--- config.mk ---
export PLATFORM = sky130hd
export DESIGN_NAME = heartbeat_window_failure_detector_core
export DESIGN_NICKNAME = d
export VERILOG_FILES = /design/src/design/hbwd_pkg.sv /design/src/design/hbwd_ram.sv /design/src/design/hbwd_ctrl.sv /design/src/design/hbwd_dpath.sv /design/src/design/heartbeat_window_failure_detector_core.sv
export SDC_FILE = /design/constraint.sdc
export NUM_CORES = 2
export LEC_CHECK = 0
export BUFFER_PORTS_ARGS = -buffer_cell sky130_fd_sc_hd__buf_2
export CELL_PAD_IN_SITES_DETAIL_PLACEMENT = 0
export CELL_PAD_IN_SITES_GLOBAL_PLACEMENT = 1
export CORE_MARGIN = 4
export CORE_UTILIZATION = 56
export DETAILED_ROUTE_END_ITERATION = 10
export PLACE_DENSITY = 0.85
export SETUP_SLACK_MARGIN = 0.05
export SYNTH_ARGS = -nofsm -noshare
export SYNTH_HDL_FRONTEND = slang
export SYNTH_SLANG_ARGS = --single-unit
--- constraint.sdc ---
create_clock -name i_clk -period 14.5 [get_ports i_clk]
set_input_delay 0.725 -clock i_clk [delete_from_list [all_inputs] [get_ports i_clk]]
set_output_delay 0.725 -clock i_clk [all_outputs]
set_load 0.02 [all_outputs]
--- src/design/hbwd_pkg.sv ---
// Shared constants, codes and controller/datapath interface types for the heartbeat tracker.
package hbwd_pkg;

    localparam int WINDOW_DEF     = 16;
    localparam int NODES_DEF      = 64;
    localparam int ROUND_BITS_DEF = 32;

    localparam int OWN_W      = 6;
    localparam int FAULTY_W   = 5;
    localparam int SPAN_W     = 4;
    localparam int CFG_DATA_W = 6;
    localparam int CFG_ADDR_W = 2;
    localparam int ACTION_W   = 2;
    localparam int CNT_W      = 7;
    localparam int GRP_CNT_W  = 4;

    localparam logic [SPAN_W-1:0] SPAN_RESET = 4'd4;

    localparam logic [ACTION_W-1:0] ACT_TICK  = 2'd0;
    localparam logic [ACTION_W-1:0] ACT_SEND  = 2'd1;
    localparam logic [ACTION_W-1:0] ACT_RECV  = 2'd2;
    localparam logic [ACTION_W-1:0] ACT_CHECK = 2'd3;

    localparam logic [CFG_ADDR_W-1:0] CFG_OWN_ID       = 2'd0;
    localparam logic [CFG_ADDR_W-1:0] CFG_FAULTY_COUNT = 2'd1;
    localparam logic [CFG_ADDR_W-1:0] CFG_TIMEOUT_SPAN = 2'd2;

    typedef struct packed {
        logic latch;
        logic tick;
        logic claim_wr;
        logic scan_rd;
        logic scan_chk;
        logic fin;
        logic to_cnt;
        logic to_done;
    } t_cmd;

    typedef struct packed {
        logic faulty;
        logic rx_ok;
        logic scan_end;
    } t_sts;

endpackage

--- src/design/hbwd_ram.sv ---
// Generic single-write, single-read RAM with registered read data.
module hbwd_ram #(
    parameter int WIDTH = 8,
    parameter int DEPTH = 16
) (
    input  logic                     i_clk,
    input  logic                     i_we,
    input  logic [$clog2(DEPTH)-1:0] i_waddr,
    input  logic [WIDTH-1:0]         i_wdata,
    input  logic [$clog2(DEPTH)-1:0] i_raddr,
    output logic [WIDTH-1:0]         o_rdata
);

    logic [WIDTH-1:0] r_mem [DEPTH];
    logic [WIDTH-1:0] r_rdata;

    always_ff @(posedge i_clk) begin
        if (i_we) begin
            r_mem[i_waddr] <= i_wdata;
        end
        r_rdata <= r_mem[i_raddr];
    end

    assign o_rdata = r_rdata;

endmodule

--- src/design/hbwd_ctrl.sv ---
// Controller state machine: sequences claim, scan and timeout work on the datapath.
module hbwd_ctrl (
    input  logic                           i_clk,
    input  logic                           i_rst_n,
    input  logic                           i_start,
    input  logic [hbwd_pkg::ACTION_W-1:0]  i_action,
    input  hbwd_pkg::t_sts                 i_sts,
    output hbwd_pkg::t_cmd                 o_cmd,
    output logic                           o_busy
);

    typedef enum logic [8:0] {
        S_IDLE     = 9'b000000001,
        S_CLAIM_RD = 9'b000000010,
        S_CLAIM_WR = 9'b000000100,
        S_SCAN     = 9'b000001000,
        S_DRAIN    = 9'b000010000,
        S_FIN      = 9'b000100000,
        S_TO_RD    = 9'b001000000,
        S_TO_CNT   = 9'b010000000,
        S_TO_SUM   = 9'b100000000
    } t_state;

    t_state r_state, n_state;
    logic   r_is_send, n_is_send;

    always_comb begin
        n_state   = r_state;
        n_is_send = r_is_send;
        o_cmd     = '0;
        case (r_state)
            S_IDLE: begin
                if (i_start) begin
                    o_cmd.latch = 1'b1;
                    case (i_action)
                        hbwd_pkg::ACT_TICK: begin
                            o_cmd.tick = 1'b1;
                        end
                        hbwd_pkg::ACT_SEND: begin
                            if (!i_sts.faulty) begin
                                n_state   = S_CLAIM_RD;
                                n_is_send = 1'b1;
                            end
                        end
                        hbwd_pkg::ACT_RECV: begin
                            if (!i_sts.faulty && i_sts.rx_ok) begin
                                n_state   = S_CLAIM_RD;
                                n_is_send = 1'b0;
                            end
                        end
                        default: begin
                            n_state = S_TO_RD;
                        end
                    endcase
                end
            end
            S_CLAIM_RD: begin
                n_state = S_CLAIM_WR;
            end
            S_CLAIM_WR: begin
                o_cmd.claim_wr = 1'b1;
                n_state        = r_is_send ? S_SCAN : S_IDLE;
            end
            S_SCAN: begin
                o_cmd.scan_rd  = 1'b1;
                o_cmd.scan_chk = 1'b1;
                if (i_sts.scan_end) begin
                    n_state = S_DRAIN;
                end
            end
            S_DRAIN: begin
                o_cmd.scan_chk = 1'b1;
                n_state        = S_FIN;
            end
            S_FIN: begin
                o_cmd.fin = 1'b1;
                n_state   = S_IDLE;
            end
            S_TO_RD: begin
                n_state = S_TO_CNT;
            end
            S_TO_CNT: begin
                o_cmd.to_cnt = 1'b1;
                n_state      = S_TO_SUM;
            end
            S_TO_SUM: begin
                o_cmd.to_done = 1'b1;
                n_state       = S_IDLE;
            end
            default: begin
                n_state = S_IDLE;
            end
        endcase
    end

    always_ff @(posedge i_clk) begin
        if (!i_rst_n) begin
            r_state   <= S_IDLE;
            r_is_send <= 1'b0;
        end else begin
            r_state   <= n_state;
            r_is_send <= n_is_send;
        end
    end

    assign o_busy = (r_state != S_IDLE);

endmodule

--- src/design/hbwd_dpath.sv ---
// Datapath: config, round counter, slot RAM with valid bits, scan pipeline, popcount, outputs.
module hbwd_dpath #(
    parameter int WINDOW     = hbwd_pkg::WINDOW_DEF,
    parameter int NODES      = hbwd_pkg::NODES_DEF,
    parameter int ROUND_BITS = hbwd_pkg::ROUND_BITS_DEF
) (
    input  logic                             i_clk,
    input  logic                             i_rst_n,
    input  logic                             i_cfg_we,
    input  logic [hbwd_pkg::CFG_ADDR_W-1:0]  i_cfg_addr,
    input  logic [hbwd_pkg::CFG_DATA_W-1:0]  i_cfg_wdata,
    input  logic [hbwd_pkg::ACTION_W-1:0]    i_action,
    input  logic [ROUND_BITS-1:0]            i_entry_round,
    input  logic [NODES-1:0]                 i_entry_mask,
    input  hbwd_pkg::t_cmd                   i_cmd,
    output hbwd_pkg::t_sts                   o_sts,
    output logic                             o_valid,
    output logic                             o_is_entry,
    output logic [ROUND_BITS-1:0]            o_out_round,
    output logic [NODES-1:0]                 o_out_mask,
    output logic                             o_last,
    output logic                             o_expired
);

    localparam int LW     = $clog2(WINDOW);
    localparam int DW     = ROUND_BITS + NODES;
    localparam int GROUPS = (NODES + 7) / 8;
    localparam int PADW   = GROUPS * 8;

    logic [hbwd_pkg::OWN_W-1:0]    r_own_id;
    logic [hbwd_pkg::FAULTY_W-1:0] r_faulty;
    logic [hbwd_pkg::SPAN_W-1:0]   r_span;

    logic [ROUND_BITS-1:0] r_cur;
    logic [WINDOW-1:0]     r_valid;

    logic [ROUND_BITS-1:0] r_round, n_round;
    logic [NODES-1:0]      r_mask, n_mask;
    logic                  r_skip;

    logic [LW-1:0] r_scan;
    logic [LW-1:0] r_dk;
    logic          r_dv;

    logic                  r_pend_v, n_pend_v;
    logic [ROUND_BITS-1:0] r_pend_round;
    logic [NODES-1:0]      r_pend_mask;

    logic [hbwd_pkg::GRP_CNT_W-1:0] r_grp [GROUPS];
    logic [hbwd_pkg::GRP_CNT_W-1:0] grp_cnt [GROUPS];
    logic                           r_hit;

    logic                  r_o_valid, n_o_valid;
    logic                  r_o_is_entry, n_o_is_entry;
    logic [ROUND_BITS-1:0] r_o_round, n_o_round;
    logic [NODES-1:0]      r_o_mask, n_o_mask;
    logic                  r_o_last, n_o_last;
    logic                  r_o_timed, n_o_timed;

    logic                  faulty;
    logic [NODES-1:0]      own_bit;
    logic [ROUND_BITS+1:0] up_lim;
    logic [ROUND_BITS:0]   low_sum;
    logic                  rx_ok;
    logic [ROUND_BITS-1:0] check_round;
    logic                  before_span;

    logic [LW-1:0]         slot;
    logic [LW-1:0]         rd_addr;
    logic [DW-1:0]         rd_data;
    logic [ROUND_BITS-1:0] rd_stamp;
    logic [NODES-1:0]      rd_seen;
    logic                  claim_hit;
    logic [NODES-1:0]      wr_seen;
    logic                  live;
    logic [PADW-1:0]       seen_pad;
    logic [hbwd_pkg::CNT_W-1:0] total;
    logic [hbwd_pkg::CNT_W-1:0] quorum;
    logic                  quorum_ok;

    // config and status
    assign faulty = {1'b0, r_faulty} > r_own_id;

    always_comb begin
        for (int i = 0; i < NODES; i++) begin
            own_bit[i] = (r_own_id == hbwd_pkg::OWN_W'(i));
        end
    end

    assign up_lim  = {2'b00, r_cur} + (ROUND_BITS + 2)'(2);
    assign low_sum = {1'b0, i_entry_round} + (ROUND_BITS + 1)'(r_span);
    assign rx_ok   = (i_entry_round != '1) && ({2'b00, i_entry_round} <= up_lim)
                     && (low_sum >= {1'b0, r_cur});

    assign check_round = r_cur - ROUND_BITS'(r_span) + ROUND_BITS'(1);
    assign before_span = r_cur < ROUND_BITS'(r_span);

    assign o_sts.faulty   = faulty;
    assign o_sts.rx_ok    = rx_ok;
    assign o_sts.scan_end = &r_scan;

    // slot RAM
    assign slot    = r_round[LW-1:0];
    assign rd_addr = i_cmd.scan_rd ? r_scan : slot;

    assign rd_stamp  = rd_data[DW-1:NODES];
    assign rd_seen   = rd_data[NODES-1:0];
    assign claim_hit = r_valid[slot] && (rd_stamp == r_round);
    assign wr_seen   = (claim_hit ? rd_seen : '0) | r_mask;

    hbwd_ram #(
        .WIDTH (DW),
        .DEPTH (WINDOW)
    ) u_slots (
        .i_clk   (i_clk),
        .i_we    (i_cmd.claim_wr),
        .i_waddr (slot),
        .i_wdata ({r_round, wr_seen}),
        .i_raddr (rd_addr),
        .o_rdata (rd_data)
    );

    // popcount: byte counts, then a sum
    assign seen_pad = PADW'(rd_seen);

    always_comb begin
        for (int g = 0; g < GROUPS; g++) begin
            grp_cnt[g] = '0;
            for (int b = 0; b < 8; b++) begin
                grp_cnt[g] = grp_cnt[g] + hbwd_pkg::GRP_CNT_W'(seen_pad[g*8+b]);
            end
        end
    end

    always_comb begin
        total = '0;
        for (int g = 0; g < GROUPS; g++) begin
            total = total + hbwd_pkg::CNT_W'(r_grp[g]);
        end
    end

    assign quorum    = {1'b0, r_faulty, 1'b1};
    assign quorum_ok = r_hit && (total >= quorum);

    // latch of one beat
    always_comb begin
        case (i_action)
            hbwd_pkg::ACT_SEND: begin
                n_round = r_cur;
                n_mask  = own_bit;
            end
            hbwd_pkg::ACT_RECV: begin
                n_round = i_entry_round;
                n_mask  = i_entry_mask;
            end
            default: begin
                n_round = check_round;
                n_mask  = i_entry_mask;
            end
        endcase
    end

    // result emission
    assign live = i_cmd.scan_chk && r_dv && r_valid[r_dk] && (rd_seen != '0);

    always_comb begin
        n_o_valid    = 1'b0;
        n_o_is_entry = r_o_is_entry;
        n_o_round    = r_o_round;
        n_o_mask     = r_o_mask;
        n_o_last     = r_o_last;
        n_o_timed    = r_o_timed;
        n_pend_v     = r_pend_v;
        if ((live || i_cmd.fin) && r_pend_v) begin
            n_o_valid    = 1'b1;
            n_o_is_entry = 1'b1;
            n_o_round    = r_pend_round;
            n_o_mask     = r_pend_mask;
            n_o_last     = i_cmd.fin;
            n_o_timed    = 1'b0;
        end
        if (i_cmd.to_done) begin
            n_o_valid    = 1'b1;
            n_o_is_entry = 1'b0;
            n_o_round    = '0;
            n_o_mask     = '0;
            n_o_last     = 1'b0;
            n_o_timed    = !r_skip && !quorum_ok;
        end
        if (live) begin
            n_pend_v = 1'b1;
        end
        if (i_cmd.claim_wr || i_cmd.fin) begin
            n_pend_v = 1'b0;
        end
    end

    // control state
    always_ff @(posedge i_clk) begin
        if (!i_rst_n) begin
            r_own_id  <= '0;
            r_faulty  <= '0;
            r_span    <= hbwd_pkg::SPAN_RESET;
            r_cur     <= '0;
            r_valid   <= '0;
            r_dv      <= 1'b0;
            r_pend_v  <= 1'b0;
            r_o_valid <= 1'b0;
        end else begin
            if (i_cfg_we) begin
                case (i_cfg_addr)
                    hbwd_pkg::CFG_OWN_ID: begin
                        r_own_id <= i_cfg_wdata[hbwd_pkg::OWN_W-1:0];
                    end
                    hbwd_pkg::CFG_FAULTY_COUNT: begin
                        r_faulty <= i_cfg_wdata[hbwd_pkg::FAULTY_W-1:0];
                    end
                    hbwd_pkg::CFG_TIMEOUT_SPAN: begin
                        r_span <= i_cfg_wdata[hbwd_pkg::SPAN_W-1:0];
                    end
                    default: begin
                    end
                endcase
            end
            // saturates one below the empty stamp
            if (i_cmd.tick && (r_cur != {{(ROUND_BITS-1){1'b1}}, 1'b0})) begin
                r_cur <= r_cur + ROUND_BITS'(1);
            end
            if (i_cmd.claim_wr) begin
                r_valid[slot] <= 1'b1;
            end else if (i_cmd.to_done && !r_skip) begin
                r_valid[slot] <= 1'b0;
            end
            r_dv      <= i_cmd.scan_rd;
            r_pend_v  <= n_pend_v;
            r_o_valid <= n_o_valid;
        end
    end

    // payload
    always_ff @(posedge i_clk) begin
        if (i_cmd.latch) begin
            r_round <= n_round;
            r_mask  <= n_mask;
            r_skip  <= faulty || before_span;
        end
        if (i_cmd.claim_wr) begin
            r_scan <= '0;
        end else if (i_cmd.scan_rd) begin
            r_scan <= r_scan + LW'(1);
        end
        r_dk <= r_scan;
        if (live) begin
            r_pend_round <= rd_stamp;
            r_pend_mask  <= rd_seen;
        end
        if (i_cmd.to_cnt) begin
            for (int g = 0; g < GROUPS; g++) begin
                r_grp[g] <= grp_cnt[g];
            end
            r_hit <= claim_hit;
        end
        r_o_is_entry <= n_o_is_entry;
        r_o_round    <= n_o_round;
        r_o_mask     <= n_o_mask;
        r_o_last     <= n_o_last;
        r_o_timed    <= n_o_timed;
    end

    assign o_valid     = r_o_valid;
    assign o_is_entry  = r_o_is_entry;
    assign o_out_round = r_o_round;
    assign o_out_mask  = r_o_mask;
    assign o_last      = r_o_last;
    assign o_expired   = r_o_timed;

endmodule

--- src/design/heartbeat_window_failure_detector_core.sv ---
// Top level of the heartbeat window failure detector: controller plus datapath.
//
//   channel  | handshake              | payload
//   ---------+------------------------+------------------------------------------------
//   command  | i_start, o_busy        | i_action, i_entry_round, i_entry_mask,
//            |                        | i_entry_last
//   result   | o_valid (1-cycle)      | o_is_entry, o_out_round, o_out_mask, o_last,
//            |                        | o_expired
//   config   | i_cfg_we               | i_cfg_addr, i_cfg_wdata
//
// Round tick and dropped send/receive keep busy low. Receive taken: claim read, write.
// Timeout check: read, count, sum; verdict in the first cycle with busy low again.
// Send: claim, scan of the slot RAM through its one read port, drain, finish.
// Synchronous active-low reset empties every slot at once through the valid bits.
// Each result beat is shown for one cycle; the receiver cannot stall.
module heartbeat_window_failure_detector_core #(
    parameter int WINDOW     = hbwd_pkg::WINDOW_DEF,
    parameter int NODES      = hbwd_pkg::NODES_DEF,
    parameter int ROUND_BITS = hbwd_pkg::ROUND_BITS_DEF
) (
    input  logic                             i_clk,
    input  logic                             i_rst_n,
    input  logic                             i_cfg_we,
    input  logic [hbwd_pkg::CFG_ADDR_W-1:0]  i_cfg_addr,
    input  logic [hbwd_pkg::CFG_DATA_W-1:0]  i_cfg_wdata,
    input  logic                             i_start,
    output logic                             o_busy,
    input  logic [hbwd_pkg::ACTION_W-1:0]    i_action,
    input  logic [ROUND_BITS-1:0]            i_entry_round,
    input  logic [NODES-1:0]                 i_entry_mask,
    input  logic                             i_entry_last,
    output logic                             o_valid,
    output logic                             o_is_entry,
    output logic [ROUND_BITS-1:0]            o_out_round,
    output logic [NODES-1:0]                 o_out_mask,
    output logic                             o_last,
    output logic                             o_expired
);

    hbwd_pkg::t_cmd cmd;
    hbwd_pkg::t_sts sts;

    hbwd_ctrl u_ctrl (
        .i_clk    (i_clk),
        .i_rst_n  (i_rst_n),
        .i_start  (i_start),
        .i_action (i_action),
        .i_sts    (sts),
        .o_cmd    (cmd),
        .o_busy   (o_busy)
    );

    hbwd_dpath #(
        .WINDOW     (WINDOW),
        .NODES      (NODES),
        .ROUND_BITS (ROUND_BITS)
    ) u_dpath (
        .i_clk         (i_clk),
        .i_rst_n       (i_rst_n),
        .i_cfg_we      (i_cfg_we),
        .i_cfg_addr    (i_cfg_addr),
        .i_cfg_wdata   (i_cfg_wdata),
        .i_action      (i_action),
        .i_entry_round (i_entry_round),
        .i_entry_mask  (i_entry_mask),
        .i_cmd         (cmd),
        .o_sts         (sts),
        .o_valid       (o_valid),
        .o_is_entry    (o_is_entry),
        .o_out_round   (o_out_round),
        .o_out_mask    (o_out_mask),
        .o_last        (o_last),
        .o_expired     (o_expired)
    );

`ifndef NO_ASSERTIONS
    a_tick_silent: assert property (@(posedge i_clk) disable iff (!i_rst_n)
        (i_start && !o_busy && (i_action == hbwd_pkg::ACT_TICK)) |=> !o_valid)
        else $error("result beat after a round tick");

    a_check_verdict: assert property (@(posedge i_clk) disable iff (!i_rst_n)
        (i_start && !o_busy && (i_action == hbwd_pkg::ACT_CHECK))
        |-> ##4 (o_valid && !o_is_entry))
        else $error("timeout check gave no verdict beat");

    a_last_ends: assert property (@(posedge i_clk) disable iff (!i_rst_n)
        (o_valid && o_last) |=> !o_valid)
        else $error("beat after the last entry of a send");

    a_verdict_idle: assert property (@(posedge i_clk) disable iff (!i_rst_n)
        (o_valid && !o_is_entry) |-> !o_busy)
        else $error("verdict beat while busy");
`endif

endmodule
# Word-level counts from Yosys, hierarchy flattened
# Memory sizes are Yosys's and may differ from the RTL's. A register that Yosys moved wholly into a read port is not among the register bits.
# Index checks and enable logic that the tools add are counted.
[word_totals]
wordCells = 267
latch_bits = 0
mem_count = 2
input_bits = 111
mem_bits_rw = 1568
ff_bits = 377
romBits = 0
output_inout_bits = 101
[op_classes]
shift = 0
div = 0
muxes = 39
n_reduce_logical = 34
n_lt_le_gt_ge = 8
n_bitwise = 5
addsub = 69
mul = 0
n_eq_ne = 87
[memory_table]
columns = ["name", "depth", "width", "read_ports", "rd_ports_with_merged_regs", "wr", "line", "source"]
rows = [
  ["u_dpath.u_slots.r_mem", 16, 96, 1, 1, 1, "hbwd_ram.sv:14", "logic [WIDTH-1:0] r_mem [DEPTH];"],
  ["u_dpath.r_grp", 8, 4, 8, 0, 8, "hbwd_dpath.sv:49", "logic [hbwd_pkg::GRP_CNT_W-1:0] r_grp [GROUPS];"],
]
[op_table]
columns = ["operator", "count"]
rows = [
  ["adder 4 x 1 -> 4 bit", 48],
  ["== test 6 bit (second input constant)", 32],
  ["two-way mux 64 bit", 2],
  ["== test 6 x 5 -> 1 bit (second input constant)", 16],
  ["adder 32 x 1 -> 32 bit (second input constant)", 2],
  ["inequality test 32 bit (second input constant)", 2],
  ["OR 64 bit", 1],
  ["case mux 32 bit (2 select lines)", 1],
  ["nonzero test 64 bit", 1],
  ["case mux 9 bit (7 select lines)", 1],
  ["== test 6 x 4 -> 1 bit (second input constant)", 8],
  ["adder 7 x 4 -> 7 bit", 6],
  ["two-way mux 9 bit", 4],
  ["<= comparator 32 x 34 -> 1 bit", 1],
  ["adder 32 x 2 -> 33 bit (second input constant)", 1],
  ["adder 32 x 4 -> 33 bit", 1],
  ["greater-or-equal comparator 33 x 32 -> 1 bit", 1],
  ["== test 32 bit", 1],
  ["< comparator 32 x 4 -> 1 bit", 1],
  ["two-way mux 16 bit", 2],
  ["subtractor 32 x 4 -> 32 bit", 1],
  ["case mux 9 bit (3 select lines)", 1],
  ["== test 6 x 3 -> 1 bit (second input constant)", 4],
  ["two-way mux 1 bit", 20],
  ["other kinds (44)", 84],
]

# Logic depth before layout (Yosys ltp)
# An unclocked memory read counts as a cell.
[depth]
depth_word = 13
mapped_depth = 21
depth_no_buf = 20

# By module
# Synthesis repeated with hierarchy kept, for this count alone.
[hier_totals]
cells_unflattened = 4831
hier_area_um2 = 83267.4
[by_module_without_submodules]
columns = ["mod", "cells_each", "area_each_um2", "seq_area_each_um2", "n_inst"]
rows = [
  ["hbwd_ram", 2460, 59355.7, 48046.1, 1],
  ["hbwd_dpath", 2300, 23257.3, 10259.8, 1],
  ["hbwd_ctrl", 71, 654.4, 200.2, 1],
]

# Worst setup path after synthesis
# OpenSTA, ideal clock, no wires.
[synth_path]
path_type = "register to register"
from = "register u_ctrl.r_state[6]"
to = "memory u_dpath.u_slots.r_mem[15][0] in the netlist's numbering (enable)"
t_required_ns = 13.947
path_buffers = 0
path_slack_ns = 8.017
t_arrival_ns = 5.930
stages_incl_launch_ff = 7
setup_ns = 0.553
cell_sequence = "dfxtp_1 nor2_1 nand2_1 nor4_1 nor3b_1 nand3_1 nor2_1"
[synth_between]
elab_chain_cells = 4
[synth_lines]
columns = ["item", "line", "source"]
rows = [
  ["start: declaration", "hbwd_ctrl.sv:24", "t_state r_state, n_state;"],
  ["start signal: assignment", "hbwd_ctrl.sv:101", "r_state <= n_state;"],
  ["== test 9 x 3 -> 1 bit", "hbwd_ctrl.sv:31", "case (r_state)"],
  ["two-way mux 1 bit", "hbwd_ctrl.sv:31", ""],
  ["two-way mux 1 bit", "hbwd_ram.sv:18", "if (i_we) begin"],
  ["two-way mux 1 bit (not written as such)", "hbwd_ram.sv:19", "r_mem[i_waddr] <= i_wdata;"],
  ["end: declaration", "hbwd_ram.sv:14", ""],
]
# No other way between the ends.

# Worst setup path after layout
[layout_path]
from = "register u_ctrl.r_state[8]"
to = "register u_dpath.u_slots.r_rdata[47] (netlist: u_dpath.u_slots.o_rdata[47]), read port of u_dpath.u_slots.r_mem"
[layout_between]
elab_chain_cells = 3
[layout_lines]
columns = ["item", "line", "source"]
rows = [
  ["== test 9 x 4 -> 1 bit", "hbwd_ctrl.sv:31", ""],
  ["two-way mux 1 bit", "hbwd_ctrl.sv:31", ""],
  ["two-way mux 4 bit", "hbwd_dpath.sv:104", "assign rd_addr = i_cmd.scan_rd ? r_scan : slot;"],
  ["end: declaration", "hbwd_ram.sv:15", "logic [WIDTH-1:0] r_rdata;"],
]
# No other way between the ends.
# A chain may end at the register's enable or synchronous reset.

==> out/summary.md <==
The flow ran to the end, and the final reports show no timing, DRC or antenna violations. Counting stages on the worst path, the most repeated cell is sky130_fd_sc_hd__buf_4. The fraction of layout cells with a size suffix above 1 was 0.0935. Power spread over the standard cell area amounts to 149 mW/mm². The area growth from synthesis to layout is 11.0%.

The proportion of netlist area held by the largest area contributor was 0.615; the data required time at the worst endpoint was 15240 ps. The slew of the pin with the lowest slew margin came out at 1180 ps. The power share of the combinational group is 0.146, and the critical-path maximum fanout is 181. The clock tree synthesis step divided the H-tree into 4 levels. Setup repair after global routing left no endpoint under its margin. The total count of max-transition violations in the final report is 0, and the share of synthesized flip-flops with an asynchronous set or reset is 0. Counting every sink on the clock net gives 2041.

The first-pass iteration count of the detailed router is 8. The worst path needs 5780 ps of the cycle, external delays included. After routing, the total negative slack on setup checks comes to 0 ps. The area of the die came out at 0.160 mm². Entering global routing, the biggest net connects 229 pins.

For this design the top-level I/O count stands at 212. Detailed placement ended at an HPWL of 127000 µm. Buffer cell driving the clock tree root: sky130_fd_sc_hd__clkbuf_16. The count of vias placed by the detailed router is 55035. The signal arrival time at the worst endpoint was 6520 ps; the share of the core filled with cells in the final layout was 0.627. Using the TritonRoute via totals, the vias-per-cell ratio works out to 6.18. The startpoint type of the worst setup path was a flip-flop. TritonCTS built the clock tree. For the effective utilization at floorplan, the log shows 0.565.

VDD sags by at most 0.000146 V. Row count: 143. Counting every net in the synthesized netlist gives 6964. Distinct cell type count after synthesis: 70. At the end of routability-driven placement, the weighted congestion stood at 0.866. The number of global-route vias before repair was 52351. Clock skew on the completed layout was measured at 82.6 ps. For the final wirelength, the log shows 225000 µm.

The path class of the lowest-slack min-delay path was in2reg. In the routed design, unresolved DRC markers number 0. Setup violations remaining at the end of the flow were counted as 0.

The switching power share of the total is 0.271, and the final period utilization is 0.398. The first global-routing pass estimated 331000 µm of wire. The standard cell core area came out at 0.152 mm². In this run the post-CTS setup repair buffer count came out at 0. The count of buffers from port buffering was 210; the post-route antenna net violation count was 0.

The run gives 7068 as the net count reported at finish. The total of flip-flops plus latches after synthesis works out to 2041. The kind of cell adding the most delay to the critical path is buffers and inverters. The total global-route track usage is 0.273.

The critical path is of the reg2reg type. The sequential-to-total area share from yosys stat was 0.679; the clock-pin transition on the worst setup and hold timing paths was 60 ps. The cell count after synthesis came out at 6584. By area the synthesized netlist is led by sky130_fd_sc_hd__edfxtp_1 (61%), sky130_fd_sc_hd__dfxtp_1 (6.5%), sky130_fd_sc_hd__nand2_1 (4.6%).

The fraction of power consumed by the clock network came out at 0.357. The maximum clock path buffer count is 3. The share of total power in sequential cells is 0.497, and the mean routed wirelength per cell is 25.3 µm.

The remaining global-route overflow is 0, and the number of buffer and inverter stages on the critical path is 4. The die is 400 µm wide. On the worst path, the slowest cell contributes a delay of 840 ps. In this run, CTS created clock tree buffers numbering 197. Summed over all instances, the cell type with the most area after synthesis is sky130_fd_sc_hd__edfxtp_1.

The number of endpoints with negative hold slack in the final report was 0. For this run, the leading register cell type out of synthesis is sky130_fd_sc_hd__edfxtp_1. The leakage power of the design is 32.8 nW.

Across all hold checks on the routed design, the worst slack comes to 252 ps. Clock latency on the worst-skew pair, taken at its later pin, is 850 ps. The analysis attributes to net switching a power of 3.85 mW. Derived from the worst setup path, the maximum achievable clock frequency is 0.173 GHz.

For the internal power component, the log shows 10.4 mW. Traced cell by cell, the critical path runs through nor4_4 > nand2_2 > nor4b_4 > buf_4 > mux2_8 > buf_4 > buf_12 > buf_4 > a211oi_1 > a311oi_1 > a211oi_1 > a21oi_1. The synthesized netlist occupies a cell area of 0.0861 mm². The floorplan step set the die height to 400 µm.

The number of gates resized after CTS was 0. The Yosys step of the flow raised 0 warnings. Max-cap violations in this run came to 0. The first routing iteration left 6403 violations. The worst slew margin relative to its limit was 0.194. In this run, post-CTS hold repair placed 0 buffers. The worst-path cell with the longest stage delay is sky130_fd_sc_hd__buf_4. Dividing the synthesized area by the synthesized cell count gives 13.1 µm². STA classifies the critical path endpoint as a flip-flop. The tools report the number of antenna violations at the first check in global routing as 22. The number of enable-type register cells in the synthesized netlist was 1763.
[placed cells by master (no fill, tap or decap), types with 50 or more instances in the layout]
| cell | count |
|---|---|
| sky130_fd_sc_hd__fa_1 | 54 |
| sky130_fd_sc_hd__xnor2_1 | 127 |
| sky130_fd_sc_hd__buf_2 | 210 |
| sky130_fd_sc_hd__and2_0 | 271 |
| sky130_fd_sc_hd__a311oi_1 | 192 |
| sky130_fd_sc_hd__a211oi_1 | 492 |
| sky130_fd_sc_hd__ha_1 | 214 |
| sky130_fd_sc_hd__a21oi_1 | 379 |
| sky130_fd_sc_hd__edfxtp_1 | 1763 |
| sky130_fd_sc_hd__clkbuf_16 | 200 |
| sky130_fd_sc_hd__o22ai_1 | 64 |
| sky130_fd_sc_hd__nand3_1 | 50 |
| sky130_fd_sc_hd__dfxtp_1 | 278 |
| sky130_fd_sc_hd__inv_1 | 281 |
| sky130_fd_sc_hd__nand2_1 | 1067 |
| sky130_fd_sc_hd__a31oi_1 | 200 |
| sky130_fd_sc_hd__and2_1 | 136 |
| sky130_fd_sc_hd__nor2_1 | 74 |
| sky130_fd_sc_hd__buf_4 | 100 |
| sky130_fd_sc_hd__a21o_1 | 83 |
| sky130_fd_sc_hd__clkbuf_1 | 69 |
[cell usage after synthesis (127+ instances only)]
library cell,n
sky130_fd_sc_hd__a311oi_1,192
sky130_fd_sc_hd__and2_0,271
sky130_fd_sc_hd__edfxtp_1,1763
sky130_fd_sc_hd__a21oi_1,379
sky130_fd_sc_hd__dfxtp_1,278
sky130_fd_sc_hd__a31oi_1,200
sky130_fd_sc_hd__ha_1,215
sky130_fd_sc_hd__xnor2_1,127
sky130_fd_sc_hd__and2_1,136
sky130_fd_sc_hd__clkbuf_1,277
sky130_fd_sc_hd__inv_1,282
sky130_fd_sc_hd__a211oi_1,492
sky130_fd_sc_hd__nand2_1,1067
[final timing paths]
path                                  startpoint                                  end  slack (ps)  depth (start not counted)
max               u_ctrl.r_state[8]$_SDFFE_PN0P_  u_dpath.u_slots.o_rdata[47]$_DFF_P_        8720                         12
min                               i_cfg_wdata[5]     u_dpath.r_own_id[5]$_SDFFE_PN0P_         250                          3
max reg2reg       u_ctrl.r_state[8]$_SDFFE_PN0P_  u_dpath.u_slots.o_rdata[47]$_DFF_P_        8720                         12
min reg2reg  u_dpath.o_out_mask[32]$_SDFFE_PN0P_  u_dpath.o_out_mask[32]$_SDFFE_PN0P_         450                          2
[worst reg2reg max path, stage by stage (launching register included)]
cell	delay [ps]
sky130_fd_sc_hd__dfxtp_1	360
sky130_fd_sc_hd__nor4_4	360
sky130_fd_sc_hd__nand2_2	200
sky130_fd_sc_hd__nor4b_4	240
sky130_fd_sc_hd__buf_4	280
sky130_fd_sc_hd__mux2_8	760
sky130_fd_sc_hd__buf_4	820
sky130_fd_sc_hd__buf_12	630
sky130_fd_sc_hd__buf_4	1090
sky130_fd_sc_hd__a211oi_1	310
sky130_fd_sc_hd__a311oi_1	350
sky130_fd_sc_hd__a211oi_1	120
sky130_fd_sc_hd__a21oi_1	190
[power by group through the flow]
stage | Combinational (mW) | Clock [mW] | Sequential, mW
2_1_floorplan | 1.51 | 0 | 7.00
3_5_place_dp | 2.03 | 0 | 7.18
6_report | 2.07 | 5.08 | 7.07
5_1_grt | 2.30 | 5.38 | 7.08
4_1_cts | 2.06 | 5.14 | 7.06
3_3_place_gp | 1.97 | 0 | 7.18
[final cells by class]
cell class / instances / area (µm²)
diodes: 6 / 15.0
fillers: 11221 / 56900
well taps: 2030 / 2540
flip-flops and latches: 2041 / 58500
repair buffers: 314 / 1880
multi-input cells: 3852 / 25100
clock inverters: 91 / 1010
inverters: 282 / 1060
clock buffers: 284 / 5470
[state kept, by name, indices dropped and copies added (netlist names), 4 cells and up, named ones only]
signal / cells
u_dpath.r_pend_round: 32
u_dpath.u_slots.r_mem: 1536
u_dpath.r_pend_mask: 64
u_dpath.r_mask: 64
u_dpath.r_dk: 4
u_dpath.r_scan: 4
u_dpath.u_slots.o_rdata: 96
u_ctrl.r_state: 9
u_dpath.r_faulty: 5
u_dpath.r_own_id: 6
u_dpath.r_span: 4
u_dpath.r_round: 32
u_dpath.r_cur: 32
u_dpath.o_out_mask: 64
u_dpath.r_grp: 32
u_dpath.o_out_round: 32
[stage by stage]
step	worst slack [ps]	cell area (µm²)	std cells	total power [mW]
after floorplan	8020	86100	6584	8.51
after global placement	8880	89100	8519	9.14
after detailed placement	8840	89100	8519	9.22
after CTS	8830	95600	8894	14.3
after global routing	8420	95600	8896	14.8
final	8720	95600	8900	14.2
[per-layer routing]
layer  part of all wire  GRT usage
met3              0.099     0.0570
met1               0.41      0.388
met5            0.00060          0
met4              0.035     0.0939
met2               0.46      0.423
[cell families (layout without fill, tap and decap cells)]
logic type | after synthesis | after routing | share of synthesized area
multiplexers | 26 | 26 | 0.00449
flip-flops | 2041 | 2041 | 0.679
other | 0 | 6 | 0
adder cells (fa/ha/maj) | 269 | 269 | 0.0438
AO/OA/AOI/OAI | 1586 | 1586 | 0.126
AND/OR/NAND/NOR | 1820 | 1820 | 0.0990
buffers and inverters | 691 | 971 | 0.0325
XOR/XNOR | 151 | 151 | 0.0154
No activity file was read; power rests on OpenSTA's default activity.
